[config.mk]
export PLATFORM = sky130hd
export DESIGN_NAME = kmlc_lane
export DESIGN_NICKNAME = d
export VERILOG_FILES = /design/src/hdl/kmeans_lloyd_cluster_core_defines.svh /design/src/hdl/kmlc_pkg.sv /design/src/hdl/kmlc_lane.sv
export SDC_FILE = /design/constraint.sdc
export NUM_CORES = 2
export LEC_CHECK = 0
export ABC_AREA = 1
export BUFFER_PORTS_ARGS = -buffer_cell sky130_fd_sc_hd__buf_2
export CAP_MARGIN = 20
export CORE_MARGIN = 2
export CORE_UTILIZATION = 60
export CTS_CLUSTER_DIAMETER = 150
export CTS_CLUSTER_SIZE = 30
export DETAILED_ROUTE_END_ITERATION = 8
export HOLD_SLACK_MARGIN = 0.08
export PLACE_DENSITY = 0.76
export SETUP_SLACK_MARGIN = 0.02
export SYNTH_ARGS = -nofsm -noshare
export SYNTH_HDL_FRONTEND = slang
export SYNTH_SLANG_ARGS = --single-unit
[constraint.sdc]
create_clock -name clk -period 8.1 [get_ports clk]
set_input_delay 0.81 -clock clk [delete_from_list [all_inputs] [get_ports clk]]
set_output_delay 0.81 -clock clk [all_outputs]
set_load 0.01 [all_outputs]
[src/hdl/kmeans_lloyd_cluster_core_defines.svh]
// Assertion macros shared by the k-means cluster core.
// The files that use them need signals clk and rst_n in scope.
`ifndef KMEANS_LLOYD_CLUSTER_CORE_DEFINES_SVH
`define KMEANS_LLOYD_CLUSTER_CORE_DEFINES_SVH

// The consequent must hold in the same cycle as the antecedent.
`define KMLC_ASSERT_SAME(lbl, ante, cons) \
  lbl: assert property (@(posedge clk) disable iff (!rst_n) (ante) |-> (cons)) \
    else $error("kmlc check failed in the same cycle");

// The consequent must hold in the cycle after the antecedent.
`define KMLC_ASSERT_NEXT(lbl, ante, cons) \
  lbl: assert property (@(posedge clk) disable iff (!rst_n) (ante) |=> (cons)) \
    else $error("kmlc check failed one cycle later");

`endif

[src/hdl/kmlc_pkg.sv]
// Types, sizes and codes shared by the k-means cluster core.
// No dependencies.
package kmlc_pkg;

  localparam int NUM_CLUSTERS = 8;
  localparam int NUM_DIMS     = 4;
  localparam int COORD_W      = 16;
  localparam int NUM_POINTS   = 1024;
  localparam int PT_AW        = $clog2(NUM_POINTS);
  localparam int CL_W         = $clog2(NUM_CLUSTERS);
  localparam int DIM_W        = $clog2(NUM_DIMS);
  localparam int CNT_W        = PT_AW + 1;
  localparam int SUM_W        = COORD_W + PT_AW;
  localparam int SQ_W         = 2 * (COORD_W + 1);
  localparam int DIST_W       = SQ_W + $clog2(NUM_DIMS);
  localparam int PT_W         = NUM_DIMS * COORD_W;

  typedef enum logic [1:0] {
    ACT_LOAD  = 2'd0,
    ACT_SEED  = 2'd1,
    ACT_RUN   = 2'd2,
    ACT_LABEL = 2'd3
  } action_t;

  localparam logic [2:0] REG_CLUSTER_COUNT = 3'd0;
  localparam logic [2:0] REG_PASS_LIMIT    = 3'd1;
  localparam logic [2:0] REG_POINT_COUNT   = 3'd2;
  localparam logic [2:0] REG_DIMS_IN_USE   = 3'd3;
  localparam logic [2:0] REG_MOVE_TOL      = 3'd4;

  typedef logic [NUM_DIMS-1:0][COORD_W-1:0] point_t;
  typedef logic [NUM_DIMS-1:0][SUM_W-1:0]   sums_t;

  typedef struct packed {
    logic               clear;
    logic               acc;
    logic               seed;
    logic               wr;
    logic [DIM_W-1:0]   wr_dim;
    logic [COORD_W-1:0] wr_val;
    logic [2:0]         dims;
  } lane_ctl_t;

endpackage

[src/hdl/kmlc_lane.sv]
// One cluster lane: holds a centroid, computes the squared distance of the
// current point and accumulates member sums and count. Depends on kmlc_pkg.
module kmlc_lane (
  input  logic                        clk,
  input  kmlc_pkg::lane_ctl_t         ctl,
  input  kmlc_pkg::point_t            pt,
  output logic [kmlc_pkg::DIST_W-1:0] sq_dist,
  output kmlc_pkg::point_t            cent,
  output kmlc_pkg::sums_t             sums,
  output logic [kmlc_pkg::CNT_W-1:0]  count
);
  import kmlc_pkg::*;

  point_t             cent_r;
  sums_t              sum_r;
  logic [CNT_W-1:0]   cnt_r;
  logic [SQ_W-1:0]    sq_r   [NUM_DIMS];
  logic [SQ_W-1:0]    sq_nxt [NUM_DIMS];
  logic [DIST_W-1:0]  dist_r;
  logic [DIST_W-1:0]  dist_nxt;

  // Squares are masked to zero for coordinates outside the distance.
  always_comb begin
    logic signed [COORD_W:0] df;
    logic signed [SQ_W-1:0]  pr;
    for (int j = 0; j < NUM_DIMS; j++) begin
      df = $signed({pt[j][COORD_W-1], pt[j]}) - $signed({cent_r[j][COORD_W-1], cent_r[j]});
      pr = df * df;
      sq_nxt[j] = (3'(j) < ctl.dims) ? SQ_W'(pr) : '0;
    end
  end

  always_comb begin
    dist_nxt = '0;
    for (int j = 0; j < NUM_DIMS; j++) begin
      dist_nxt = dist_nxt + DIST_W'(sq_r[j]);
    end
  end

  always_ff @(posedge clk) begin
    sq_r   <= sq_nxt;
    dist_r <= dist_nxt;
    if (ctl.clear) begin
      sum_r <= '0;
      cnt_r <= '0;
    end else if (ctl.acc) begin
      for (int j = 0; j < NUM_DIMS; j++) begin
        sum_r[j] <= sum_r[j] + {{(SUM_W-COORD_W){pt[j][COORD_W-1]}}, pt[j]};
      end
      cnt_r <= cnt_r + 1'b1;
    end
    if (ctl.seed) begin
      cent_r <= pt;
    end else if (ctl.wr) begin
      cent_r[ctl.wr_dim] <= ctl.wr_val;
    end
  end

  assign sq_dist = dist_r;
  assign cent    = cent_r;
  assign sums    = sum_r;
  assign count   = cnt_r;

endmodule

==> out/qor.csv <==
metric;value;unit
status;finished, final reports clean;
num_rows;120;
reg2reg_slack;0.51;ns
cts-root-buf;clkbuf_16;
nNetsFinal;10602;
rsz0062_at_grt;no;
synth_ff_type;dfxtp_1;
cpMostUsedCell;fa_1;
slew_viol_final;0;
startpoint_type;flip-flop;
synth_edf_count;64;
syn_inst;8419;
synth_top_area_cell;fa_1;
worst_pin_slew;1.09;ns
die-area;111000;sq um
die_x;333;microns
setup-violations-final;0;
yosysWarnings;0;
grt_pass1_wl;325000;microns
coreArea;107000;sq um
synth_fp_nets;10192;
crit_family;adder cells;
synth_seq_area_share;11.7;%
cts_tree;yes;
cp_slowest_stage_delay;0.57;ns
hold_violations;0;
hold_buffers;0;
min_from;count[10];
synth-xor-area-share;2.17;%
htree_num_levels;1;
synth_top_family_by_area;adder cells;
syn_area;64800;sq um
post-route-period-util;93.7;%
postLayoutSetupSlackWorst;0.512;ns
route.detailed.drc;0;
startpoint;cent[32];
clock_path_buffers;3;
cts_buffers;17;
die-height;333;microns
yosys.area.top_type_share;35.6;%
fmax;132;MHz
worst-path-max-fanout;8;
clkLatencyLatePin;0.60;ns
fin_skew;0.0248;ns
setup_tns;0;ns
ys_types;51;
yosysMostFrequentCell;inv_1;
rr_worst_depth;27;
cp.buffers_inverters;4;
cp.arrival;8.05;ns
crit_slowest_cell;fa_1;
cap_violations;0;
hold_path_end;count[10];
period_needed;7.59;ns
synth_area_per_cell;7.70;sq um
cts.clk_slew.worst_paths;0.12;ns
grt_pass1_vias;58356;
area_growth;7.72;%
rr_endpoint;sq_r[61];
synth_common_cells;2026 x inv_1, 1523 x nand2_1, 1154 x fa_1, 1043 x nor2_1, 529 x ha_1;
hpwl;179000;microns
synth-adder-area-share;45.9;%
drt-total-wl;207000;microns
async_reset_ff_share;0;%
regToRegStartpoint;cent[32];
vias;56468;
cts.sinks;347;
slew_headroom;27.0;%
ctsResizeCount;0;
min_path_type;flip-flop to flip-flop;
synth_compound_area_share;8.17;%
drt-pass1-iter-count;7;
crit_type;flip-flop to flip-flop;
avgViaCountPerCell;5.50;
gp_congestion;1.05;
drt-wirelength-per-cell;20.2;microns
antenna_left;0;
hold_depth;2;
io-pin-count;305;
initial_core_util;60.5;%
antenna_found_initial;31;
grt_use_total;38.2;%
synthSimpleGateAreaFrac;19.2;%
cts_setup_buffers;0;
pre_cts_ws;-0.0394;ns
yosys_register_bits;347;
io_buffers;304;
worstSetupEndpointType;flip-flop;
drt_iter0_markers;4468;
yosys-top-cells-area;fa_1 36%, inv_1 12%, ha_1 10%, nand2_1 8.8%, dfxtp_1 8.7%;
gr-total-overflow;0;
drive_gt1_share;7.05;%
yosys-mux-area-fraction;0;%
grt_start_max_net_pins;93;
required;8.57;ns
[cell usage in the layout (no fill, tap or decap), types with 6 or more instances in the layout]
cell / synthesis / layout
a21boi_0: 17 / 17
a21o_1: 39 / 39
a21oi_1: 420 / 419
a31oi_1: 14 / 14
and2_1: 10 / 10
buf_2: 47 / 302
buf_4: 6 / 232
clkbuf_16: 0 / 17
clkinv_1: 10 / 10
dfxtp_1: 283 / 283
diode_2: 0 / 28
edfxtp_1: 64 / 64
fa_1: 1154 / 1153
ha_1: 529 / 529
inv_1: 2026 / 2025
inv_2: 12 / 13
nand2_1: 1523 / 1523
nand3_1: 311 / 311
nand3b_1: 16 / 16
nand4_1: 73 / 73
nor2_1: 1043 / 1043
nor3_1: 58 / 58
nor3b_1: 6 / 6
nor4_1: 10 / 10
o211ai_1: 17 / 17
o21a_1: 35 / 35
o21ai_0: 335 / 330
o21ai_1: 6 / 8
o21bai_1: 50 / 50
o22ai_1: 8 / 8
o31ai_1: 11 / 11
or2_2: 17 / 17
xnor2_1: 38 / 38
xor2_1: 101 / 101
xor2_2: 10 / 10
[area by class of cell]
class                           count  area (sq um)
Clock inverter                      7          88.8
Timing Repair Buffer              536          3280
Sequential cell                   347          7590
Inverter                         2048          7690
Antenna cell                       28          70.1
Tap cell                         1403          1760
Clock buffer                       20           437
Multi-Input combinational cell   5879         48900
Fill cell                        9460         37200
[worst max-delay path by stage]
stage	depth (start not counted)	slack (ns)	end
4_1_cts	29	0.51	sq_r[30]
6_report	27	0.51	sq_r[61]
2_1_floorplan	34	0.83	sq_r[67]
3_3_place_gp	32	0.12	sq_r[27]
3_5_place_dp	31	-0.04	sq_r[30]
5_1_grt	32	0.06	sq_r[125]
[layer usage]
metal / part of all wire, % / GRT usage [%] / wire [microns] / vias up
met5: 0.065 / 1.61 / 135 / -
met4: 6.1 / 19.2 / 12600 / 20
met3: 11 / 12.3 / 23300 / 513
met2: 45 / 60.9 / 92300 / 2378
met1: 38 / 46.5 / 78900 / 27279
li1: - / - / - / 26278
[flip-flops by register name, indices dropped and copies added, names as in the netlist]
| register | cells |
|---|---|
| cent | 64 |
| count | 11 |
| sq_dist | 36 |
| sq_r | 132 |
| sums | 104 |
[logic make-up after synthesis]
| group | count (synthesis) |
|---|---|
| buffers and inverters | 2193 |
| and+or+nand+nor | 3085 |
| xor gates and xnor gates | 150 |
| AOI/OAI and AO/OA | 961 |
| DFF | 347 |
| adders and majority gates | 1683 |
[worst min-delay path: stages (launching register included)]
cell	delay (ns)
dfxtp_1	0.33
inv_1	0.06
a21oi_1	0.05
[per-stage QoR]
stage / std cells / cell area, sq um / hold WS [ns] / utilization, %
global placement: 10213 / 69200 / 0.450 / 64.7
global route: 10257 / 69800 / 0.523 / 65.2
finish: 10268 / 69800 / 0.472 / 65.2
CTS: 10240 / 69700 / 0.477 / 65.2
detailed placement: 10213 / 69200 / 0.458 / 64.7
floorplan: 8419 / 64800 / 0.432 / -
Power is not shown: default switching activity piles up to over one toggle a cycle in this logic, so the estimate is an artifact.
