## config.mk

```make
export PLATFORM = sky130hd
export DESIGN_NAME = kmlc_ram
export DESIGN_NICKNAME = d
export VERILOG_FILES = /design/src/hdl/kmeans_lloyd_cluster_core_defines.svh /design/src/hdl/kmlc_ram.sv
export SDC_FILE = /design/constraint.sdc
export NUM_CORES = 1
export LEC_CHECK = 0
export BUFFER_PORTS_ARGS = -buffer_cell sky130_fd_sc_hd__buf_2
export CAP_MARGIN = 20
export CORE_ASPECT_RATIO = 0.7
export CORE_MARGIN = 2
export CORE_UTILIZATION = 40
export CTS_CLUSTER_DIAMETER = 120
export CTS_CLUSTER_SIZE = 16
export DETAILED_ROUTE_END_ITERATION = 8
export GPL_TIMING_DRIVEN = 0
export SETUP_SLACK_MARGIN = 0.1
export SYNTH_ARGS = -nofsm -noshare
export SYNTH_HDL_FRONTEND = slang
export SYNTH_SLANG_ARGS = --single-unit
```

## constraint.sdc

```tcl
create_clock -name clk -period 3.25 [get_ports clk]
set_input_delay 0.325 -clock clk [delete_from_list [all_inputs] [get_ports clk]]
set_output_delay 0.325 -clock clk [all_outputs]
set_load 0.03 [all_outputs]
```

## src/hdl/kmeans_lloyd_cluster_core_defines.svh

```systemverilog
// Assertion macros shared by the k-means cluster core.
// The files that use them need signals clk and rst_n in scope.
`ifndef KMEANS_LLOYD_CLUSTER_CORE_DEFINES_SVH
`define KMEANS_LLOYD_CLUSTER_CORE_DEFINES_SVH

// The consequent must hold in the same cycle as the antecedent.
`define KMLC_ASSERT_SAME(lbl, ante, cons) \
  lbl: assert property (@(posedge clk) disable iff (!rst_n) (ante) |-> (cons)) \
    else $error("kmlc check failed in the same cycle");

// The consequent must hold in the cycle after the antecedent.
`define KMLC_ASSERT_NEXT(lbl, ante, cons) \
  lbl: assert property (@(posedge clk) disable iff (!rst_n) (ante) |=> (cons)) \
    else $error("kmlc check failed one cycle later");

`endif

```

## src/hdl/kmlc_ram.sv

```systemverilog
// Generic simple dual-port RAM with one write port and a registered read port.
// No dependencies.
module kmlc_ram #(
  parameter int WIDTH = 8,
  parameter int DEPTH = 16
) (
  input  logic                     clk,
  input  logic                     we,
  input  logic [$clog2(DEPTH)-1:0] waddr,
  input  logic [WIDTH-1:0]         wdata,
  input  logic [$clog2(DEPTH)-1:0] raddr,
  output logic [WIDTH-1:0]         rdata
);

  logic [WIDTH-1:0] mem [DEPTH];
  logic [WIDTH-1:0] rdata_r;

  always_ff @(posedge clk) begin
    if (we) begin
      mem[waddr] <= wdata;
    end
    rdata_r <= mem[raddr];
  end

  assign rdata = rdata_r;

endmodule

```

==> metrics.csv, run 1 <==
stage,metric,value,unit
status,status,finished clean,
placed_design,GPL Wtd Cong,0.796,
critical_path,CP Capture Type,flip-flop,
global_routing,"Remaining Overflow, GRT",0,
cells_and_area,ratio of cells with drive above 1 in the final layout,0.291,
clock_tree,clock latency on the worst-skew pair,0.41,ns
timing,RSZ-0062 raised after global routing,no,
logic_synthesis,Netlist Area Pre-Place,0.00515,mm^2
logic_synthesis,Synth Area per Inst,22.5,um^2
critical_path,R2R Path Start,mem[9][2],
logic_synthesis,Synth warnings,0,
logic_synthesis,Yosys reg bits,136,
clock_tree,worst-case clock buffer depth,2,
logic_synthesis,XOR/XNOR Fraction of Synth Area,0,
timing,total negative slack,0,ns
logic_synthesis,simple-gate share of the synthesized area,0.0318,
floorplan,die area,0.0138,mm^2
cells_and_area,Fillers,1044,
clock_tree,clock slew at reported path FFs,0.06,ns
route,routed vias,2390,
placed_design,# port buffers,24,
logic_synthesis,mux contribution to synthesized area,0.150,
cells_and_area,final core utilization,0.486,
placed_design,placed cells,419,
critical_path,crit path DAT,1.69,ns
global_routing,vias in the first global route,2447,
route,post-DR vias/cell,5.30,
logic_synthesis,Compound-Gate Fraction of Synth Area,0.0233,
cells_and_area,"Area growth, synth to finish",18.2,%
critical_path,Worst Path Required,3.28,ns
timing,period utilization,0.510,
clock_tree,cts bufs inserted,17,
floorplan,Initial Util,0.412,
logic_synthesis,biggest area consumer among synthesized cells,edfxtp_1,
critical_path,critical path startpoint,waddr[2],
route,DRT Pass-1 Iters,4,
floorplan,DIE HEIGHT,98.9,um
critical_path,CP max FO,8,
logic_synthesis,Syn Inst Count,229,
logic_synthesis,post-synth cell types,19,
clock_tree,htree depth,4,
global_routing,first-pass GRT wire length,15800,um
timing,Slew Limit Fails,0,
logic_synthesis,post-synth top area share,0.747,
global_routing,initial antenna violation count,0,
cells_and_area,antenna fix cells,0,
timing,Final Hold Viols,0,
route,initial DRC count,234,
clock_tree,Sink Count,136,
floorplan,Core Region,0.0125,mm^2
clock_tree,Resize count post-CTS,0,
clock_tree,CTS tree,done,
clock_tree,Post-CTS Hold Fix Bufs,0,
cells_and_area,FF/Latch Area,0.00400,mm^2
critical_path,Critical Path Start Type,primary input,
logic_synthesis,Post-Synth Adder-Cell Area,0,
timing,Least-Margin Pin Slew,0.915,ns
critical_path,R2R Setup Slk,1.82,ns
cells_and_area,final net count,294,
power,P per Cell Area,671,mW/mm^2
cells_and_area,final std cells w/o fill,451,
route,ANT nets after route,0,
logic_synthesis,largest family of logic cells by synthesized area,multiplexers,
cells_and_area,footprint of the multi-input gates,0.00106,mm^2
worst_hold_path,Hold WC Path Type,in -> reg,
power,VDD IR max,0.423,mV
global_routing,largest net degree at the start of global routing,17,
timing,clock skew,0.00869,ns
route,DRC Markers,0,
logic_synthesis,main area contributors after synthesis,"edfxtp_1, mux4_2, mux4_1",
route,WL/cell,22.8,um
timing,Tmin final,1.66,ns
timing,Fmax achieved,604,MHz
critical_path,Setup Crit Path Kind,in -> reg,
global_routing,total track usage,0.164,
job,total of max-cap violations,0,
logic_synthesis,net count after synthesis,247,
timing,count of final setup violators,0,
floorplan,chip width,140,um
clock_tree,CTS root buf,clkbuf_16,
route,drt total wl,10300,um
floorplan,row count,34,
logic_synthesis,sequential element share of the synthesized area,0.778,
placed_design,post-DP HPWL,6780,um
timing,Rel. slew slack,0.388,
floorplan,I/O pin total,26,
power,leakage power,0.00205,uW
worst_hold_path,hold path start,wdata[7],
clock_tree,Post-CTS Setup Bufs,0,
## cells in the mapped netlist
master             n
nor2b_1            1
nand3b_1           2
dfxtp_1            8
nand3_1            1
nor2_1            13
clkdlybuf4s25_2    3
nand2b_1           2
edfxtp_1         128
mux4_1            14
and2b_1            1
buf_6              3
buf_4              1
a22oi_1           16
or3b_2             1
mux4_2            18
and2_1             1
nand2_1            9
nor3_1             4
buf_2              3
## final cells by class
cell class	count	share of cell area
flip-flops and latches	136	0.658
well taps	162	0.0333
plain buffers	10	0.0142
clock buffers	18	0.0706
clock inverters	14	0.0255
multi-input cells	83	0.174
repair buffers	28	0.0243
## power breakdown
part / internal [uW] / switching (uW) / leakage (uW)
clock network: 1200 / 699 / 0.000288
logic: 79.1 / 134 / 0.000537
registers: 1960 / 8.65 / 0.00122
## per-stage QoR
step | hold slack [ns] | area, um^2 | setup slack, ns | power, uW
6_report | 0.317 | 6080 | 1.59 | 4080
5_1_grt | 0.315 | 6080 | 1.53 | 4210
4_1_cts | 0.308 | 6080 | 1.58 | 4110
3_5_place_dp | 0.665 | 5500 | 1.15 | 2220
3_3_place_gp | 0.659 | 5470 | 0.809 | 2220
2_1_floorplan | 0.424 | 5150 | 1.43 | 2130
## state kept, by name (all words and copies together) (netlist names)
name and cells:
rdata 8, mem 128
## logic make-up (layout without fill, tap and decap cells)
| logic type | count (synthesis) | count (layout) |
|---|---|---|
| buffers and inverters | 10 | 70 |
| AO/OA/AOI/OAI | 16 | 16 |
| multiplexers | 32 | 32 |
| AND/OR/NAND/NOR | 35 | 35 |
| flip-flops | 136 | 136 |
## worst paths after layout
path               end  depth (start not counted)
max          mem[3][0]                          3
max reg2reg   rdata[2]                          3
min reg2reg   rdata[5]                          3
min          mem[1][7]                          1
## metal layers
metal	track usage	vias up	wire length [um]
li1	-	1071	-
met2	0.221	80	4610
met5	0	-	0
met4	0.0546	0	51
met1	0.247	1235	4890
met3	0.0588	4	755
## placed cells by master (no fill, tap or decap), drive strengths merged
| cell | n |
|---|---|
| nand2b | 2 |
| mux4 | 32 |
| dfxtp | 8 |
| nor2b | 1 |
| buf | 35 |
| or3b | 1 |
| clkdlybuf4s25 | 3 |
| nor3 | 4 |
| clkbuf | 18 |
| a22oi | 16 |
| bufinv | 3 |
| clkinv | 9 |
| nand3b | 2 |
| inv | 2 |
| nand2 | 9 |
| edfxtp | 128 |
| nand3 | 1 |
| and2 | 1 |
| and2b | 1 |
| nor2 | 13 |
## worst max-delay path: stages
cell and delay (ns):
buf_2 0.12, or3b_2 0.52, nor2_1 0.72
(Power assumes the default switching activity.)
==> run 2: changes to the inputs <==
ABC_AREA = 1   (was unset)
clock period = 1.6 ns   (was 3.25 ns; I/O delays follow)
==> metrics.csv, run 2 <==
stage,metric,value,unit,change
status,status,finished clean,,
timing,Least-Margin Pin Slew,0.919,ns,+0.00389 ns
clock_tree,clock slew at reported path FFs,0.06,ns,about the same
route,routed vias,3930,,+64%
route,post-DR vias/cell,4.96,,-6.4%
logic_synthesis,biggest area consumer among synthesized cells,edfxtp_1,,
critical_path,CP Capture Type,flip-flop,,
route,DRC Markers,0,,unchanged
critical_path,"Cell Chain, Critical Path",buf_2 > nand3b_1 > nor2_1,,
logic_synthesis,post-synth top area share,0.667,,-0.0802
critical_path,Setup Crit Path Kind,in -> reg,,
timing,RSZ-0062 raised after global routing,no,,
clock_tree,Resize count post-CTS,0,,unchanged
power,VDD IR max,0.658,mV,+55%
logic_synthesis,net count after synthesis,569,,+130%
timing,hold_ws,0.170,ns,-0.146 ns
placed_design,post-DP HPWL,9700,um,+43%
critical_path,CP Buf/Inv Count,1,,unchanged
cells_and_area,max reg flops,128,,unchanged
logic_synthesis,post-synth cell types,12,,-7
floorplan,row count,36,,+5.9%
critical_path,crit-path leading delay family,simple AND/OR/NAND/NOR gates,,
clock_tree,cts bufs inserted,17,,unchanged
critical_path,slowest CP cell,nor2_1,,
global_routing,total track usage,0.197,,+0.0335
placed_design,placed cells,763,,+82%
route,DRT Pass-1 Iters,6,,+2
timing,period utilization,0.788,,
cells_and_area,"leading cell types in the layout, fill and taps excluded","nand2_1, edfxtp_1, inv_1",,
power,P per Cell Area,1200,mW/mm^2,+80%
route,WL/cell,18.4,um,-20%
route,initial DRC count,419,,+79%
clock_tree,htree depth,4,,unchanged
logic_synthesis,Synth Area per Inst,10.5,um^2,-53%
placed_design,# port buffers,22,,-8.3%
critical_path,CP max FO,8,,unchanged
logic_synthesis,Netlist Area Pre-Place,0.00577,mm^2,+12%
cells_and_area,"most common cell after layout, fill and taps aside",nand2_1,,
floorplan,chip width,148,um,+5.7%
logic_synthesis,most common cell in the netlist,nand2_1,,
logic_synthesis,post-synthesis async set-or-reset flop share,0,,unchanged
timing,Rel. slew slack,0.385,,-0.00260
logic_synthesis,Syn Inst Count,551,,+140%
logic_synthesis,"Top FF cell, synth",edfxtp_1,,
timing,count of final setup violators,0,,unchanged
clock_tree,Sink Count,136,,unchanged
floorplan,Core Region,0.0140,mm^2,+12%
logic_synthesis,Synth warnings,0,,unchanged
clock_tree,clock latency on the worst-skew pair,0.41,ns,about the same
timing,Final Hold Viols,0,,unchanged
timing,final setup margin,0.339,ns,-1.25 ns
cells_and_area,register bank with the most flops,mem,,
clock_tree,Post-CTS Hold Fix Bufs,0,,unchanged
placed_design,dpl ws,-0.0594,ns,-1.20 ns
global_routing,"Remaining Overflow, GRT",0,,unchanged
global_routing,vias in the first global route,3553,,+45%
clock_tree,worst-case clock buffer depth,2,,unchanged
cells_and_area,"Area growth, synth to finish",14.7,%,
critical_path,Critical Path Max Stage Delay,0.75,ns,+0.03 ns
logic_synthesis,Yosys reg bits,136,,unchanged
route,drt total wl,14500,um,+41%
power,leakage power,0.00285,uW,+39%
cells_and_area,final std cells w/o fill,792,,+76%
job,total of max-cap violations,0,,unchanged
timing,clock skew,0.00738,ns,-0.00131 ns
logic_synthesis,main area contributors after synthesis,"edfxtp_1, nand2_1, nand3_1",,
critical_path,crit path DAT,1.29,ns,-0.40 ns
timing,Tmin final,1.26,ns,
worst_hold_path,Hold WC Path Type,in -> reg,,
critical_path,Worst Path Required,1.63,ns,-1.65 ns
placed_design,GPL Wtd Cong,0.870,,+9.4%
route,ANT nets after route,0,,unchanged
floorplan,DIE HEIGHT,104,um,+5.6%
floorplan,I/O pin total,26,,unchanged
floorplan,Initial Util,0.412,,about the same
clock_tree,CTS tree,done,,
logic_synthesis,sequential element share of the synthesized area,0.694,,-0.0835
global_routing,largest net degree at the start of global routing,17,,unchanged
logic_synthesis,Post-synth EDFFs,128,,unchanged
clock_tree,CTS root buf,clkbuf_16,,
critical_path,Critical Path Start Type,primary input,,
global_routing,first-pass GRT wire length,21500,um,+36%
floorplan,die area,0.0154,mm^2,+12%
clock_tree,Post-CTS Setup Bufs,0,,unchanged
global_routing,initial antenna violation count,0,,unchanged
cells_and_area,ratio of cells with drive above 1 in the final layout,0.113,,-0.178
timing,Slew Limit Fails,0,,unchanged
logic_synthesis,most frequent cells after synthesis,"nand2_1, edfxtp_1, inv_1",,
timing,Fmax achieved,793,MHz,
cells_and_area,final net count,610,,+110%
timing,total negative slack,0,ns,unchanged
power,Final Power,7970,uW,+95%
==> run 2: cell types whose count changed in the layout (fill, tap and decap cells not counted), moves of 3 or more <==
cell | before | now
a22oi_1 | 16 | 0
buf_2 | 28 | 35
buf_6 | 3 | 6
clkbuf_1 | 1 | 5
clkdlybuf4s25_2 | 3 | 0
inv_1 | 0 | 100
mux4_1 | 14 | 0
mux4_2 | 18 | 0
nand2_1 | 9 | 173
nand3_1 | 1 | 97
nor2_1 | 13 | 17
nor3_1 | 4 | 0
==> run 2: path summary, 6_finish.rpt <==
path / start / end / slack, ns / depth (start not counted)
min reg2reg: mem[15][2] / rdata[2] / 0.71 / 6
max reg2reg: mem[1][3] / rdata[3] / 0.51 / 6
min: wdata[2] / mem[15][2] / 0.17 / 1
max: waddr[2] / mem[9][1] / 0.34 / 3
==> run 2: area by class of cell <==
| cell class | instances | area [um^2] |
|---|---|---|
| Buffer | 24 | 166 |
| Antenna cell | 1 | 2.50 |
| Inverter | 102 | 383 |
| Clock inverter | 6 | 55.1 |
| Tap cell | 190 | 238 |
| Sequential cell | 136 | 4000 |
| Multi-Input combinational cell | 289 | 1210 |
| Timing Repair Buffer | 22 | 110 |
| Fill cell | 1310 | 7390 |
| Clock buffer | 22 | 444 |
==> run 2: per-stage QoR <==
step,area [um^2],util
after floorplan,5770,-
after global placement,6110,0.436
after detailed placement,6110,0.436
after CTS,6610,0.472
after global routing,6610,0.472
final,6620,0.472
==> run 2: metal layers <==
layer	routed length, um	up-vias	GRT usage	share of wire
met3	1250	16	0.0421	0.086
met1	7060	1889	0.313	0.49
met2	6100	169	0.269	0.42
met5	0	-	0	0
li1	-	1856	-	-
met4	136	0	0.0543	0.0094
==> run 2: power breakdown <==
part	internal (uW)	total, uW	switching [uW]
Combinational	153	578	425
Sequential	3990	4000	18.7
Clock	2080	3380	1300
==> run 2: cell families after synthesis <==
| logic type | synth area share |
|---|---|
| DFF | 0.694 |
| buffers and inverters | 0.0952 |
| and+or+nand+nor | 0.210 |
==> run 3: changes to the inputs <==
ABC_AREA = 0   (was 1)
clock period = 1.25 ns   (was 1.6 ns; I/O delays follow)
==> metrics.csv, run 3 (same netlist as run 1, synthesis figures left out) <==
stage,metric,value,unit,change
status,status,finished with violations,,
status,violated checks,setup timing,,
power,Final Power,10500,uW,+32%
timing,period utilization,1.04,,
global_routing,"Remaining Overflow, GRT",0,,unchanged
timing,RSZ-0062 raised after global routing,yes,,
timing,Tmin final,1.29,ns,
cells_and_area,final std cells w/o fill,447,,-44%
timing,Least-Margin Pin Slew,0.949,ns,+0.0300 ns
clock_tree,clock slew at reported path FFs,0.06,ns,about the same
cells_and_area,"Area growth, synth to finish",20.0,%,
power,P per Cell Area,1710,mW/mm^2,+42%
placed_design,dpl ws,-0.473,ns,-0.414 ns
global_routing,vias in the first global route,2442,,-31%
timing,Final Hold Viols,0,,unchanged
timing,Rel. slew slack,0.365,,-0.0200
clock_tree,CTS tree,done,,
timing,final setup margin,-0.0449,ns,-0.384 ns
cells_and_area,antenna fix cells,0,,-1
job,total of max-cap violations,0,,unchanged
route,initial DRC count,239,,-43%
critical_path,CP Capture Type,flip-flop,,
critical_path,CP max FO,1,,-7
cells_and_area,"leading cell types in the layout, fill and taps excluded","edfxtp_1, mux4_2, buf_2",,
clock_tree,clock latency on the worst-skew pair,0.41,ns,about the same
cells_and_area,FF/Latch Area,0.00400,mm^2,unchanged
clock_tree,CTS root buf,clkbuf_16,,
worst_hold_path,Hold WC Path Type,in -> reg,,
placed_design,# port buffers,24,,+9.1%
clock_tree,Post-CTS Hold Fix Bufs,0,,unchanged
cells_and_area,register bank with the most flops,mem,,
clock_tree,Sink Count,136,,unchanged
cells_and_area,max reg flops,128,,unchanged
route,post-DR vias/cell,5.35,,+7.8%
placed_design,Post-DP Area,0.00551,mm^2,-9.9%
timing,Slew Limit Fails,0,,unchanged
timing,count of final setup violators,7,,+7
critical_path,Critical Path Start Type,flip-flop,,
route,WL/cell,22.3,um,+21%
cells_and_area,final net count,291,,-52%
floorplan,DIE HEIGHT,98.9,um,-5.3%
route,routed vias,2390,,-39%
clock_tree,worst-case clock buffer depth,2,,unchanged
clock_tree,htree depth,4,,unchanged
critical_path,R2R Setup Slk,-0.04,ns,-0.55 ns
timing,Fmax achieved,772,MHz,
cells_and_area,ratio of cells with drive above 1 in the final layout,0.411,,+0.297
critical_path,crit path DAT,1.60,ns,+0.31 ns
global_routing,initial antenna violation count,0,,unchanged
floorplan,row count,34,,-5.6%
floorplan,Core Region,0.0125,mm^2,-11%
placed_design,post-DP HPWL,6380,um,-34%
cells_and_area,Fillers,1038,,-21%
route,drt total wl,9950,um,-32%
placed_design,placed cells,415,,-46%
critical_path,Worst Path Required,1.55,ns,-0.08 ns
global_routing,first-pass GRT wire length,15000,um,-30%
route,DRC Markers,0,,unchanged
cells_and_area,"most common cell after layout, fill and taps aside",edfxtp_1,,
floorplan,Initial Util,0.412,,about the same
timing,hold_ws,0.0927,ns,-0.0774 ns
floorplan,die area,0.0138,mm^2,-10%
cells_and_area,final design area excluding fillers,0.00618,mm^2,-6.6%
placed_design,GPL Wtd Cong,0.705,,-19%
global_routing,largest net degree at the start of global routing,17,,unchanged
timing,clock skew,0.00913,ns,+0.00175 ns
cells_and_area,footprint of the multi-input gates,0.00114,mm^2,-5.9%
global_routing,total track usage,0.157,,-0.0404
route,ANT nets after route,0,,unchanged
floorplan,I/O pin total,26,,unchanged
floorplan,chip width,140,um,-5.4%
route,DRT Pass-1 Iters,4,,-2
power,leakage power,0.00200,uW,-30%
power,VDD IR max,0.972,mV,+48%
clock_tree,cts bufs inserted,17,,unchanged
critical_path,Setup Crit Path Kind,reg -> reg,,
-- run 3: layer usage --
metal / part of all wire / up-vias / track usage
li1: - / 1049 / -
met5: 0 / - / 0
met3: 0.088 / 10 / 0.0530
met1: 0.43 / 1249 / 0.224
met2: 0.47 / 82 / 0.229
met4: 0.010 / 0 / 0.0508
-- run 3: layout make-up --
class	instances	area share
Clock buffer	21	0.0713
Buffer	10	0.0194
Timing Repair Buffer	25	0.0227
Sequential cell	136	0.648
Clock inverter	10	0.0209
Tap cell	162	0.0328
Multi-Input combinational cell	83	0.185
-- run 3: worst max-delay path, stage by stage, from the launching register on --
cell and delay (ns):
edfxtp_1 0.40, mux4_2 0.52, a22oi_2 0.18, nand2_1 0.08
-- run 3: where the power goes --
group,internal (uW),switching (uW)
Combinational,234,360
Clock,3100,1730
Sequential,5100,23.7
Total,8430,2110
-- run 3: worst paths after layout --
check	start	end	cells after the start
worst max-delay path	mem[2][0]	rdata[0]	3
worst min-delay path	wdata[3]	mem[3][3]	1
worst max register to register	mem[2][0]	rdata[0]	3
worst min register to register	mem[6][0]	rdata[0]	3
-- run 3: repair_timing --
action	4_1_cts	5_1_grt
resized for setup	20	2
setup endpoints to repair	96	16
gates cloned	0	0
buffers inserted	1	0
pin swaps	9	2
-- run 3: stage by stage --
step	util	setup TNS [ns]
finish	0.494	-0.0913
global route	0.494	-0.419
CTS	0.493	-0.153
detailed placement	0.440	-43.46
global placement	0.440	-41.64
floorplan	-	-0.0649
