### src/hdl/kmeans_lloyd_cluster_core_defines.svh
// Assertion macros shared by the k-means cluster core.
// The files that use them need signals clk and rst_n in scope.
`ifndef KMEANS_LLOYD_CLUSTER_CORE_DEFINES_SVH
`define KMEANS_LLOYD_CLUSTER_CORE_DEFINES_SVH

// The consequent must hold in the same cycle as the antecedent.
`define KMLC_ASSERT_SAME(lbl, ante, cons) \
  lbl: assert property (@(posedge clk) disable iff (!rst_n) (ante) |-> (cons)) \
    else $error("kmlc check failed in the same cycle");

// The consequent must hold in the cycle after the antecedent.
`define KMLC_ASSERT_NEXT(lbl, ante, cons) \
  lbl: assert property (@(posedge clk) disable iff (!rst_n) (ante) |=> (cons)) \
    else $error("kmlc check failed one cycle later");

`endif

### src/hdl/kmlc_pkg.sv
// Types, sizes and codes shared by the k-means cluster core.
// No dependencies.
package kmlc_pkg;

  localparam int NUM_CLUSTERS = 8;
  localparam int NUM_DIMS     = 4;
  localparam int COORD_W      = 16;
  localparam int NUM_POINTS   = 1024;
  localparam int PT_AW        = $clog2(NUM_POINTS);
  localparam int CL_W         = $clog2(NUM_CLUSTERS);
  localparam int DIM_W        = $clog2(NUM_DIMS);
  localparam int CNT_W        = PT_AW + 1;
  localparam int SUM_W        = COORD_W + PT_AW;
  localparam int SQ_W         = 2 * (COORD_W + 1);
  localparam int DIST_W       = SQ_W + $clog2(NUM_DIMS);
  localparam int PT_W         = NUM_DIMS * COORD_W;

  typedef enum logic [1:0] {
    ACT_LOAD  = 2'd0,
    ACT_SEED  = 2'd1,
    ACT_RUN   = 2'd2,
    ACT_LABEL = 2'd3
  } action_t;

  localparam logic [2:0] REG_CLUSTER_COUNT = 3'd0;
  localparam logic [2:0] REG_PASS_LIMIT    = 3'd1;
  localparam logic [2:0] REG_POINT_COUNT   = 3'd2;
  localparam logic [2:0] REG_DIMS_IN_USE   = 3'd3;
  localparam logic [2:0] REG_MOVE_TOL      = 3'd4;

  typedef logic [NUM_DIMS-1:0][COORD_W-1:0] point_t;
  typedef logic [NUM_DIMS-1:0][SUM_W-1:0]   sums_t;

  typedef struct packed {
    logic               clear;
    logic               acc;
    logic               seed;
    logic               wr;
    logic [DIM_W-1:0]   wr_dim;
    logic [COORD_W-1:0] wr_val;
    logic [2:0]         dims;
  } lane_ctl_t;

endpackage

### src/hdl/kmlc_div.sv
// Shared restoring divider: signed sum over unsigned count, truncated toward zero.
// Depends on kmlc_pkg.
module kmlc_div (
  input  logic                       clk,
  input  logic                       rst_n,
  input  logic                       start,
  input  logic [kmlc_pkg::SUM_W-1:0] dividend,
  input  logic [kmlc_pkg::CNT_W-1:0] divisor,
  output logic                       busy,
  output logic                       done,
  output logic [kmlc_pkg::SUM_W-1:0] quotient
);
  import kmlc_pkg::*;

  localparam int STEP_W = $clog2(SUM_W);

  logic              busy_r;
  logic              done_r;
  logic              neg_r;
  logic [STEP_W-1:0] step_r;
  logic [SUM_W-1:0]  q_r;
  logic [CNT_W-1:0]  rem_r;
  logic [CNT_W-1:0]  dvs_r;
  logic [CNT_W:0]    trial;
  logic              fits;

  assign trial = {rem_r, q_r[SUM_W-1]};
  assign fits  = trial >= {1'b0, dvs_r};

  always_ff @(posedge clk) begin
    if (!rst_n) begin
      busy_r <= 1'b0;
      done_r <= 1'b0;
    end else begin
      done_r <= 1'b0;
      if (start) begin
        busy_r <= 1'b1;
        step_r <= '0;
        neg_r  <= dividend[SUM_W-1];
        q_r    <= dividend[SUM_W-1] ? (~dividend + 1'b1) : dividend;
        rem_r  <= '0;
        dvs_r  <= divisor;
      end else if (busy_r) begin
        rem_r <= fits ? CNT_W'(trial - {1'b0, dvs_r}) : CNT_W'(trial);
        q_r   <= {q_r[SUM_W-2:0], fits};
        step_r <= step_r + 1'b1;
        if (step_r == STEP_W'(SUM_W - 1)) begin
          busy_r <= 1'b0;
          done_r <= 1'b1;
        end
      end
    end
  end

  assign busy     = busy_r;
  assign done     = done_r;
  assign quotient = neg_r ? (~q_r + 1'b1) : q_r;

endmodule

### config.mk
export PLATFORM = sky130hd
export DESIGN_NAME = kmlc_div
export DESIGN_NICKNAME = d
export VERILOG_FILES = /design/src/hdl/kmeans_lloyd_cluster_core_defines.svh /design/src/hdl/kmlc_pkg.sv /design/src/hdl/kmlc_div.sv
export SDC_FILE = /design/constraint.sdc
export NUM_CORES = 1
export LEC_CHECK = 0
export ABC_CLOCK_PERIOD_IN_PS = 5100
export BUFFER_PORTS_ARGS = -buffer_cell sky130_fd_sc_hd__buf_2
export CORE_MARGIN = 3
export CORE_UTILIZATION = 61
export DETAILED_ROUTE_END_ITERATION = 16
export PLACE_DENSITY = 0.87
export SETUP_SLACK_MARGIN = 0.05
export SLEW_MARGIN = 20
export SYNTH_ARGS = -nofsm -noshare
export SYNTH_HDL_FRONTEND = slang
export SYNTH_SLANG_ARGS = --single-unit
export TNS_END_PERCENT = 100
### constraint.sdc
create_clock -name clk -period 5.1 [get_ports clk]
set_clock_uncertainty 0.1 [all_clocks]
set_input_delay 0.255 -clock clk [delete_from_list [all_inputs] [get_ports clk]]
set_output_delay 0.255 -clock clk [all_outputs]
set_load 0.02 [all_outputs]
==> metrics, run 1 <==
status=finished clean; CP endpoint kind=output port; Worst Path Required=4.74 ns; Worst Setup Start Kind=flip-flop; Final Setup Violations=0; post-synthesis simple-gate area fraction=0.149; initial antenna violation count=0; Pwr Density=289 nW/µm²; Post-Syn Area=3760 µm²; Yosys top cell area share=0.432; P_leak=1.71 nW; core region area=5740 µm²; I/O pins=68; Crit Path Max Fanout=5; final WL=8610 µm; CTS tree=yes; Max-Cap Viols=0; fraction of the cycle the final worst path needs=0.660; Seq/Total Area, Yosys=0.442; CTS buffer count=5; worst min path class=in2reg; Tot GR Track Use=0.244; DR vias=3,089; dominant cell type by area after synthesis=edfxtp_1; Reg area=1660 µm²; clock slew at the register clock pins of the worst setup and hold paths=0.11 ns; IO buf count=67; Syn Inst Count=381; syn avg cell area=9.86 µm²; final hold vios=0; vias per inst=5.90; setup TNS=0 ns; drt first pass iters=4; clk sinks=56; Chip Height=84.5 µm; maximum vdd ir drop=0.165 mV; syn_nets=437; Critical Path Max Stage Delay=0.66 ns; Post-Synth Adder-Cell Area=0.0553; Post-synth EDFFs=54; number of global-route vias before repair=3,048; Place WS=2.05 ns; area of the multi-input gates=1960 µm²; Starting Density=0.654; most used cell, CP=nand2_1; post-CTS resize count=0; FP Rows=27; clk_lat worst skew=0.32 ns; main combinational cell family by area after synthesis=compound AO/OA/AOI/OAI gates; routability cong.=0.839; post-synthesis compound-gate area fraction=0.153; post-route ant nets=0; Starting DRT DRC Count=254; Clock Path Buffers=2; relative slew slack=0.295; CP max-delay cell=o41ai_1; RSZ-0062 raised after global routing=false; worst setup margin=1.73 ns; crit-path cells=inv_1 > ha_1 > nand2b_1 > o41ai_1 > nand2_1 > a21oi_1 > nand2_1 > xor2_1 > buf_2; Post-CTS Setup Bufs=0; largest net degree at the start of global routing=69; worst r2r src=rem_r[8]; clock root cell=clkbuf_8; Yosys warnings=0; Post-Synth XOR/XNOR Area=0.131; Area Growth Syn to Fin=15.2%; crit path DAT=3.01 ns; Post-CTS Hold Buffers=5; grt total ovfl=0; commonest non-fill, non-tap cells in the layout=buf_2, edfxtp_1, nor2_1, xnor2_1, a21oi_1; mux cell area share after synthesis=0.0340; DRC violations left=0; first-pass GRT wire length=14,100 µm; Crit Path Category=reg2out; Die X=84.5 µm; FILL cells=414; most common cell after layout, fill and taps aside=buf_2; ys flop type=edfxtp_1; share of layout cells above drive strength 1=0.199; Max Freq=297 MHz; Worst Tran Pin Value=1.06 ns; Slew Limit Fails=0; die area=7140 µm²; minimum clock period=3.37 ns; fin nets=507; Crit. Startpoint=q_r[1]; ant diodes=0; H-Tree Level Count=2; startpoint of the worst hold path=divisor[3]; DPL Wire Length=6070 µm; synthesized flop and latch total=56; WL per Instance=16.4 µm; top area cells in the synthesized netlist=edfxtp_1, xnor2_1, xor2_1; ys async rst share=0; Yosys cell types=45
logic make-up (layout without fill, tap and decap cells):
kind of cell / count (synthesis) / in the layout
AOI/OAI and AO/OA: 91 / 91
xor gates and xnor gates: 56 / 56
adders and majority gates: 16 / 16
buffers and inverters: 35 / 106
DFF: 56 / 56
muxes: 12 / 12
and+or+nand+nor: 115 / 115
synthesized netlist by cell type (all sizes together) (4+ instances only):
cell type / count
mux2: 6
or4: 4
o41ai: 6
ha: 15
o31ai: 12
nor4: 4
o21a: 6
nand2: 25
edfxtp: 54
clkbuf: 10
a21o: 4
mux2i: 6
nand3: 4
nand2b: 5
or3: 8
o21ai: 23
nor2: 43
nor3: 7
xor2: 26
xnor2: 30
a21oi: 29
nor2b: 5
inv: 22
layout make-up:
type,count,area share
clock buffer,6,0.0168
clock inverter,2,0.00896
inverter,22,0.0191
multi-input combinational,290,0.453
sequential,56,0.384
tap,72,0.0208
timing repair buffer,76,0.0972
layer usage:
layer  track usage  part of all wire  vias up
met5             0                 0        -
met3        0.0422             0.053       20
met2         0.416              0.50      100
met1         0.308              0.42     1458
li1              -                 -     1511
met4        0.0964             0.023        0
metrics by stage:
step | instances | utilization | area (µm²) | hold slack [ns] | power (mW)
after floorplan | 381 | - | 3760 | 0.254 | 0.841
final | 524 | 0.753 | 4330 | 0.0142 | 1.25
after global placement | 509 | 0.722 | 4150 | 0.331 | 0.930
after global routing | 524 | 0.753 | 4330 | 0.00565 | 1.31
after detailed placement | 509 | 0.722 | 4150 | 0.334 | 0.948
after CTS | 522 | 0.750 | 4310 | 0.00386 | 1.25
path summary, 6_finish.rpt:
kind                                      to  slack, ns  depth (start not counted)
worst max-delay path            quotient[24]       1.73                          9
worst max register to register      rem_r[4]       2.04                          7
worst min-delay path                dvs_r[3]       0.01                          1
worst min register to register          done       0.35                          2
sequential cells by signal, indices dropped and copies added, names as in the netlist:
name / count
neg_r: 1
done: 1
rem_r: 11
q_r: 26
dvs_r: 11
busy: 1
step_r: 5
worst max-delay path: cells and delay by family (launching register included):
kind / cells / cell delay, ns
AND/OR/NAND/NOR: 3 / 0.48
flip-flops: 1 / 0.45
XOR/XNOR: 1 / 0.16
buffers and inverters: 2 / 0.28
AO/OA/AOI/OAI: 2 / 1.15
adder cells (fa/ha/maj): 1 / 0.16
where the power goes:
| part | switching [mW] | internal [mW] |
|---|---|---|
| Sequential | 0.0321 | 0.554 |
| Combinational | 0.209 | 0.152 |
| Clock | 0.156 | 0.149 |
Note: power is estimated with default switching activity, not from simulation.
==> inputs of run 2 (changes only) <==
--- a/config.mk
+++ b/config.mk
@@ -5,12 +5,12 @@
 export SDC_FILE = /design/constraint.sdc
 export NUM_CORES = 1
 export LEC_CHECK = 0
-export ABC_CLOCK_PERIOD_IN_PS = 5100
+export ABC_CLOCK_PERIOD_IN_PS = 3200
 export BUFFER_PORTS_ARGS = -buffer_cell sky130_fd_sc_hd__buf_2
 export CORE_MARGIN = 3
-export CORE_UTILIZATION = 61
+export CORE_UTILIZATION = 56
 export DETAILED_ROUTE_END_ITERATION = 16
-export PLACE_DENSITY = 0.87
+export PLACE_DENSITY = 0.81
 export SETUP_SLACK_MARGIN = 0.05
 export SLEW_MARGIN = 20
 export SYNTH_ARGS = -nofsm -noshare
==> constraint.sdc (replaced) <==
create_clock -name clk -period 3.2 [get_ports clk]
set_clock_uncertainty 0.1 [all_clocks]
set_input_delay 0.16 -clock clk [delete_from_list [all_inputs] [get_ports clk]]
set_output_delay 0.16 -clock clk [all_outputs]
set_load 0.02 [all_outputs]
==> metrics, run 2 (synthesis gave the netlist of run 1 again) <==
Crit Path Max Fanout=5; Final Setup Violations=0; DPL Wire Length=6110 µm; DRC violations left=0; Max-Cap Viols=0; Starting DRT DRC Count=226; maximum vdd ir drop=0.211 mV; commonest non-fill, non-tap cells in the layout=buf_2, edfxtp_1, nor2_1, xnor2_1, a21oi_1; switching share of power=0.321; fin nets=520; largest net degree at the start of global routing=67; worst path bufs/invs=1; share of layout cells above drive strength 1=0.219; crit-path cells=or3_1 > or2_2 > or3_1 > or3_4 > o31ai_2 > xnor2_1 > buf_2; WL per Instance=15.3 µm; Levels on crit path=7; die area=7730 µm²; most used cell, CP=or3_1; hold_ws=0.0851 ns; clk_lat worst skew=0.31 ns; internal reg-to-reg setup slack=0.41 ns; Die X=87.9 µm; fraction of the cycle the final worst path needs=0.963; Area Growth Syn to Fin=18.2%; routability cong.=0.801; setup TNS=0 ns; top flop regs=q_r: 26 flops, dvs_r: 11 flops, rem_r: 11 flops; crit path DAT=2.82 ns; IO buf count=67; ant diodes=0; worst reg2reg path depth=7; worst r2r dst=rem_r[0]; delay-heaviest family, CP=simple AND/OR/NAND/NOR gates; H-Tree Level Count=2; worst r2r src=rem_r[8]; Pwr Density=430 nW/µm²; FP Rows=29; clock slew at the register clock pins of the worst setup and hold paths=0.10 ns; Comb power frac=0.310; drt first pass iters=5; Slew Limit Fails=0; P_leak=1.76 nW; CTS buffer count=5; worst min path class=in2reg; Top reg by flops=q_r; Clock power frac=0.204; clk sinks=56; DR vias=3,076; vias per inst=5.68; switching pwr=614 µW; end of the critical path=quotient[19]; CP endpoint kind=output port; Worst Path Required=2.94 ns; status=finished clean; final hold vios=0; RSZ-0062 raised after global routing=false; Max Freq=325 MHz; core region area=6420 µm²; first-pass GRT wire length=13,500 µm; grt total ovfl=0; Chip Height=87.9 µm; Critical Path Max Stage Delay=0.42 ns; minimum clock period=3.08 ns; Starting Density=0.585; Clock Path Buffers=2; most common cell after layout, fill and taps aside=buf_2; max reg flops=26; final WL=8280 µm; Tot GR Track Use=0.221; post-route ant nets=0; CP max-delay cell=edfxtp_1; Crit. Startpoint=q_r[12]; Crit Path Category=reg2out; clock root cell=clkbuf_8; Internal Power=1.30 mW; Worst Tran Pin Value=0.648 ns; initial antenna violation count=0; relative slew slack=0.568; CTS tree=yes; Core Util, Final=0.691; number of global-route vias before repair=2,959; Worst Setup Start Kind=flip-flop; Seq pwr share=0.486; I/O pins=68
## run 2: layout make-up
cell class | count | area, µm²
fill | 500 | 1980
multi-input combinational | 290 | 1980
sequential | 56 | 1660
inverter | 22 | 82.6
clock buffer | 6 | 72.6
clock inverter | 2 | 16.3
timing repair buffer | 89 | 531
tap | 77 | 96.3
## run 2: metrics by stage
step	area (µm²)	instances	setup WS, ns	total power [mW]
2_1_floorplan	3760	381	0.581	1.34
3_3_place_gp	4180	518	0.467	1.49
3_5_place_dp	4180	518	0.387	1.51
4_1_cts	4400	538	0.0379	1.92
5_1_grt	4440	542	0.0208	2.02
6_report	4440	542	0.119	1.91
## run 2: how the worst min path moves through the flow
stage | slack, ns | to | cells past startpoint | from
6_report | 0.09 | q_r[0] | 2 | dividend[0]
2_1_floorplan | 0.16 | dvs_r[0] | 0 | divisor[0]
5_1_grt | 0.08 | q_r[0] | 2 | dividend[0]
4_1_cts | 0.07 | q_r[0] | 2 | dividend[0]
3_3_place_gp | 0.24 | dvs_r[7] | 1 | divisor[7]
3_5_place_dp | 0.24 | dvs_r[7] | 1 | divisor[7]
## run 2: what timing repair did
| item | CTS | global route |
|---|---|---|
| hold buffers | 12 | 0 |
| endpoints found under the hold margin | 12 | 0 |
| setup buffers | 0 | 4 |
| gates resized for setup | 2 | 3 |
| setup endpoints to repair | 2 | 4 |
## run 2: layer usage
metal,track usage,share of wire
met4,0.0572,0.018
met2,0.380,0.49
met3,0.0395,0.047
met1,0.289,0.44
met5,0,0
## run 2: power groups by stage
| stage | combinational [mW] | sequential, mW | clock, mW |
|---|---|---|---|
| 2_1_floorplan | 0.407 | 0.933 | 0 |
| 3_3_place_gp | 0.548 | 0.942 | 0 |
| 3_5_place_dp | 0.569 | 0.945 | 0 |
| 4_1_cts | 0.585 | 0.929 | 0.404 |
| 5_1_grt | 0.652 | 0.937 | 0.427 |
| 6_report | 0.592 | 0.928 | 0.391 |
==> inputs of run 3 (changes only) <==
--- a/config.mk
+++ b/config.mk
@@ -5,12 +5,13 @@
 export SDC_FILE = /design/constraint.sdc
 export NUM_CORES = 1
 export LEC_CHECK = 0
+export ABC_AREA = 1
 export ABC_CLOCK_PERIOD_IN_PS = 3200
 export BUFFER_PORTS_ARGS = -buffer_cell sky130_fd_sc_hd__buf_2
 export CORE_MARGIN = 3
-export CORE_UTILIZATION = 56
+export CORE_UTILIZATION = 58
 export DETAILED_ROUTE_END_ITERATION = 16
-export PLACE_DENSITY = 0.81
+export PLACE_DENSITY = 0.82
 export SETUP_SLACK_MARGIN = 0.05
 export SLEW_MARGIN = 20
 export SYNTH_ARGS = -nofsm -noshare
==> metrics, run 3 <==
setup TNS=0 ns; clk sinks=56; clk_lat worst skew=0.33 ns; Crit Path Category=reg2out; worst min path class=in2reg; FP Rows=31; Critical Path Max Stage Delay=0.44 ns; Worst Tran Pin Value=0.615 ns; Top reg by flops=q_r; post-synthesis compound-gate area fraction=0.0661; max reg flops=26; IO buf count=67; Clock power frac=0.201; commonest non-fill, non-tap cells in the layout=nand2_1, nor2_1, inv_1, buf_2, nand3_1; largest net degree at the start of global routing=44; number of global-route vias before repair=3,914; Tot GR Track Use=0.258; Worst Setup Start Kind=flip-flop; Yosys top cell area share=0.366; ys flop type=edfxtp_1; Synth top cells by count=nand2_1, nor2_1, inv_1; Starting Density=0.604; clock slew at the register clock pins of the worst setup and hold paths=0.12 ns; core region area=7330 µm²; crit path DAT=2.24 ns; CP endpoint kind=output port; CTS buffer count=5; switching pwr=829 µW; main combinational cell family by area after synthesis=simple AND/OR/NAND/NOR gates; Area Growth Syn to Fin=14.8%; Pwr Density=425 nW/µm²; post-CTS resize count=0; P_leak=2.46 nW; Post-CTS Setup Bufs=0; Post-synth EDFFs=54; synthesized flop and latch total=56; Max Freq=400 MHz; routability cong.=0.972; Final Setup Violations=0; Max-Cap Viols=0; WL per Instance=13.4 µm; Yosys cell types=35; H-Tree Level Count=2; top area cells in the synthesized netlist=edfxtp_1, nand2_1, nor2_1; final WL=10,800 µm; Worst Path Required=2.94 ns; switching share of power=0.384; syn_nets=679; Seq/Total Area, Yosys=0.375; RSZ-0062 raised after global routing=false; Post-Synth XOR/XNOR Area=0.0692; Comb power frac=0.357; die area=8720 µm²; Chip Height=93.4 µm; CTS tree=yes; mux cell area share after synthesis=0; maximum vdd ir drop=0.254 mV; Die X=93.4 µm; post-route ant nets=0; Yosys warnings=0; status=finished clean; final hold vios=0; DRC violations left=0; DPL Wire Length=8300 µm; Starting DRT DRC Count=418; crit-path cells=inv_1 > ha_1 > nand3_1 > o21ai_1 > nand2_1 > nor2_1 > o21ai_1 > nand2_1 > inv_1 > nor2_1 > buf_2; Slew Limit Fails=0; Post-Syn Area=4430 µm²; most frequent cell after synthesis=nand2_1; initial antenna violation count=0; fraction of the cycle the final worst path needs=0.782; first-pass GRT wire length=18,000 µm; Post-CTS Hold Buffers=12; syn avg cell area=7.11 µm²; dominant cell type by area after synthesis=edfxtp_1; most common cell after layout, fill and taps aside=nand2_1; ant diodes=0; Syn Inst Count=623; post-synthesis simple-gate area fraction=0.351; clock root cell=clkbuf_8; relative slew slack=0.590; I/O pins=68; drt first pass iters=6; CP max-delay cell=edfxtp_1; fin nets=757; top flop regs=q_r: 26 flops, dvs_r: 11 flops, rem_r: 11 flops; grt total ovfl=0; Post-Synth Adder-Cell Area=0.0469; ys async rst share=0; Crit Path Max Fanout=4; Final Power=2.16 mW; Clock Path Buffers=2; share of layout cells above drive strength 1=0.137; vias per inst=5.33; Internal Power=1.33 mW; Seq pwr share=0.442; DR vias=4,270; minimum clock period=2.50 ns
==> run 3: cell types whose count changed in the layout (fill, tap and decap cells not counted), moves of 9 or more <==
cell     before  now
nand2_1      25  171
inv_1        22   87
nand3_1       4   57
nor2_1       43   91
xnor2_1      30    5
a21oi_1      29    5
nand4_1       2   21
o21ai_0      21   34
o31ai_1       9    0
==> run 3: final timing paths <==
check	startpoint	endpoint	slack, ns	depth (start not counted)
max	q_r[1]	quotient[14]	0.70	11
min reg2reg	busy	done	0.39	2
min	dividend[0]	q_r[0]	0.12	3
max reg2reg	q_r[25]	rem_r[0]	0.83	11
==> run 3: layer usage <==
| layer | up-vias | share of wire | global-route usage |
|---|---|---|---|
| met1 | 1928 | 0.46 | 0.383 |
| met4 | 0 | 0.011 | 0.0623 |
| met5 | - | 0 | 0 |
| met3 | 14 | 0.080 | 0.0346 |
| li1 | 2174 | - | - |
| met2 | 154 | 0.45 | 0.400 |
==> run 3: layout make-up <==
class / instances / area (µm²)
Sequential cell: 56 / 1660
Clock buffer: 5 / 68.8
Clock inverter: 3 / 28.8
Inverter: 93 / 354
Fill cell: 608 / 2250
Multi-Input combinational cell: 462 / 2360
Tap cell: 99 / 124
Timing Repair Buffer: 83 / 485
==> run 3: metrics by stage <==
| step | std cells | worst slack [ns] | hold slack, ns | instance area [µm²] | utilization |
|---|---|---|---|---|---|
| floorplan | 623 | 1.10 | 0.159 | 4430 | - |
| global placement | 781 | 0.999 | 0.236 | 4870 | 0.664 |
| detailed placement | 781 | 0.871 | 0.238 | 4870 | 0.664 |
| CTS | 801 | 0.735 | 0.130 | 5080 | 0.694 |
| global route | 801 | 0.467 | 0.144 | 5080 | 0.694 |
| finish | 801 | 0.699 | 0.123 | 5080 | 0.694 |
==> run 3: power by group through the flow <==
stage,sequential [mW],combinational [mW],clock (mW)
after floorplan,0.956,0.547,0
after global placement,0.968,0.727,0
after detailed placement,0.971,0.750,0
after CTS,0.954,0.767,0.434
after global routing,0.963,0.869,0.468
final,0.955,0.772,0.433
==> run 3: critical path: cells and delay by family, from the launching register on <==
family / cells / cell delay [ns]
AO/OA/AOI/OAI: 2 / 0.32
adder cells (fa/ha/maj): 1 / 0.22
buffers and inverters: 3 / 0.34
flip-flops: 1 / 0.44
AND/OR/NAND/NOR: 5 / 0.59
==> run 3: cells by family (layout without fill, tap and decap cells) <==
logic type / Yosys count / count (layout)
DFF: 56 / 56
adders and majority gates: 16 / 16
xor gates and xnor gates: 35 / 35
and+or+nand+nor: 358 / 358
AOI/OAI and AO/OA: 53 / 53
buffers and inverters: 105 / 184
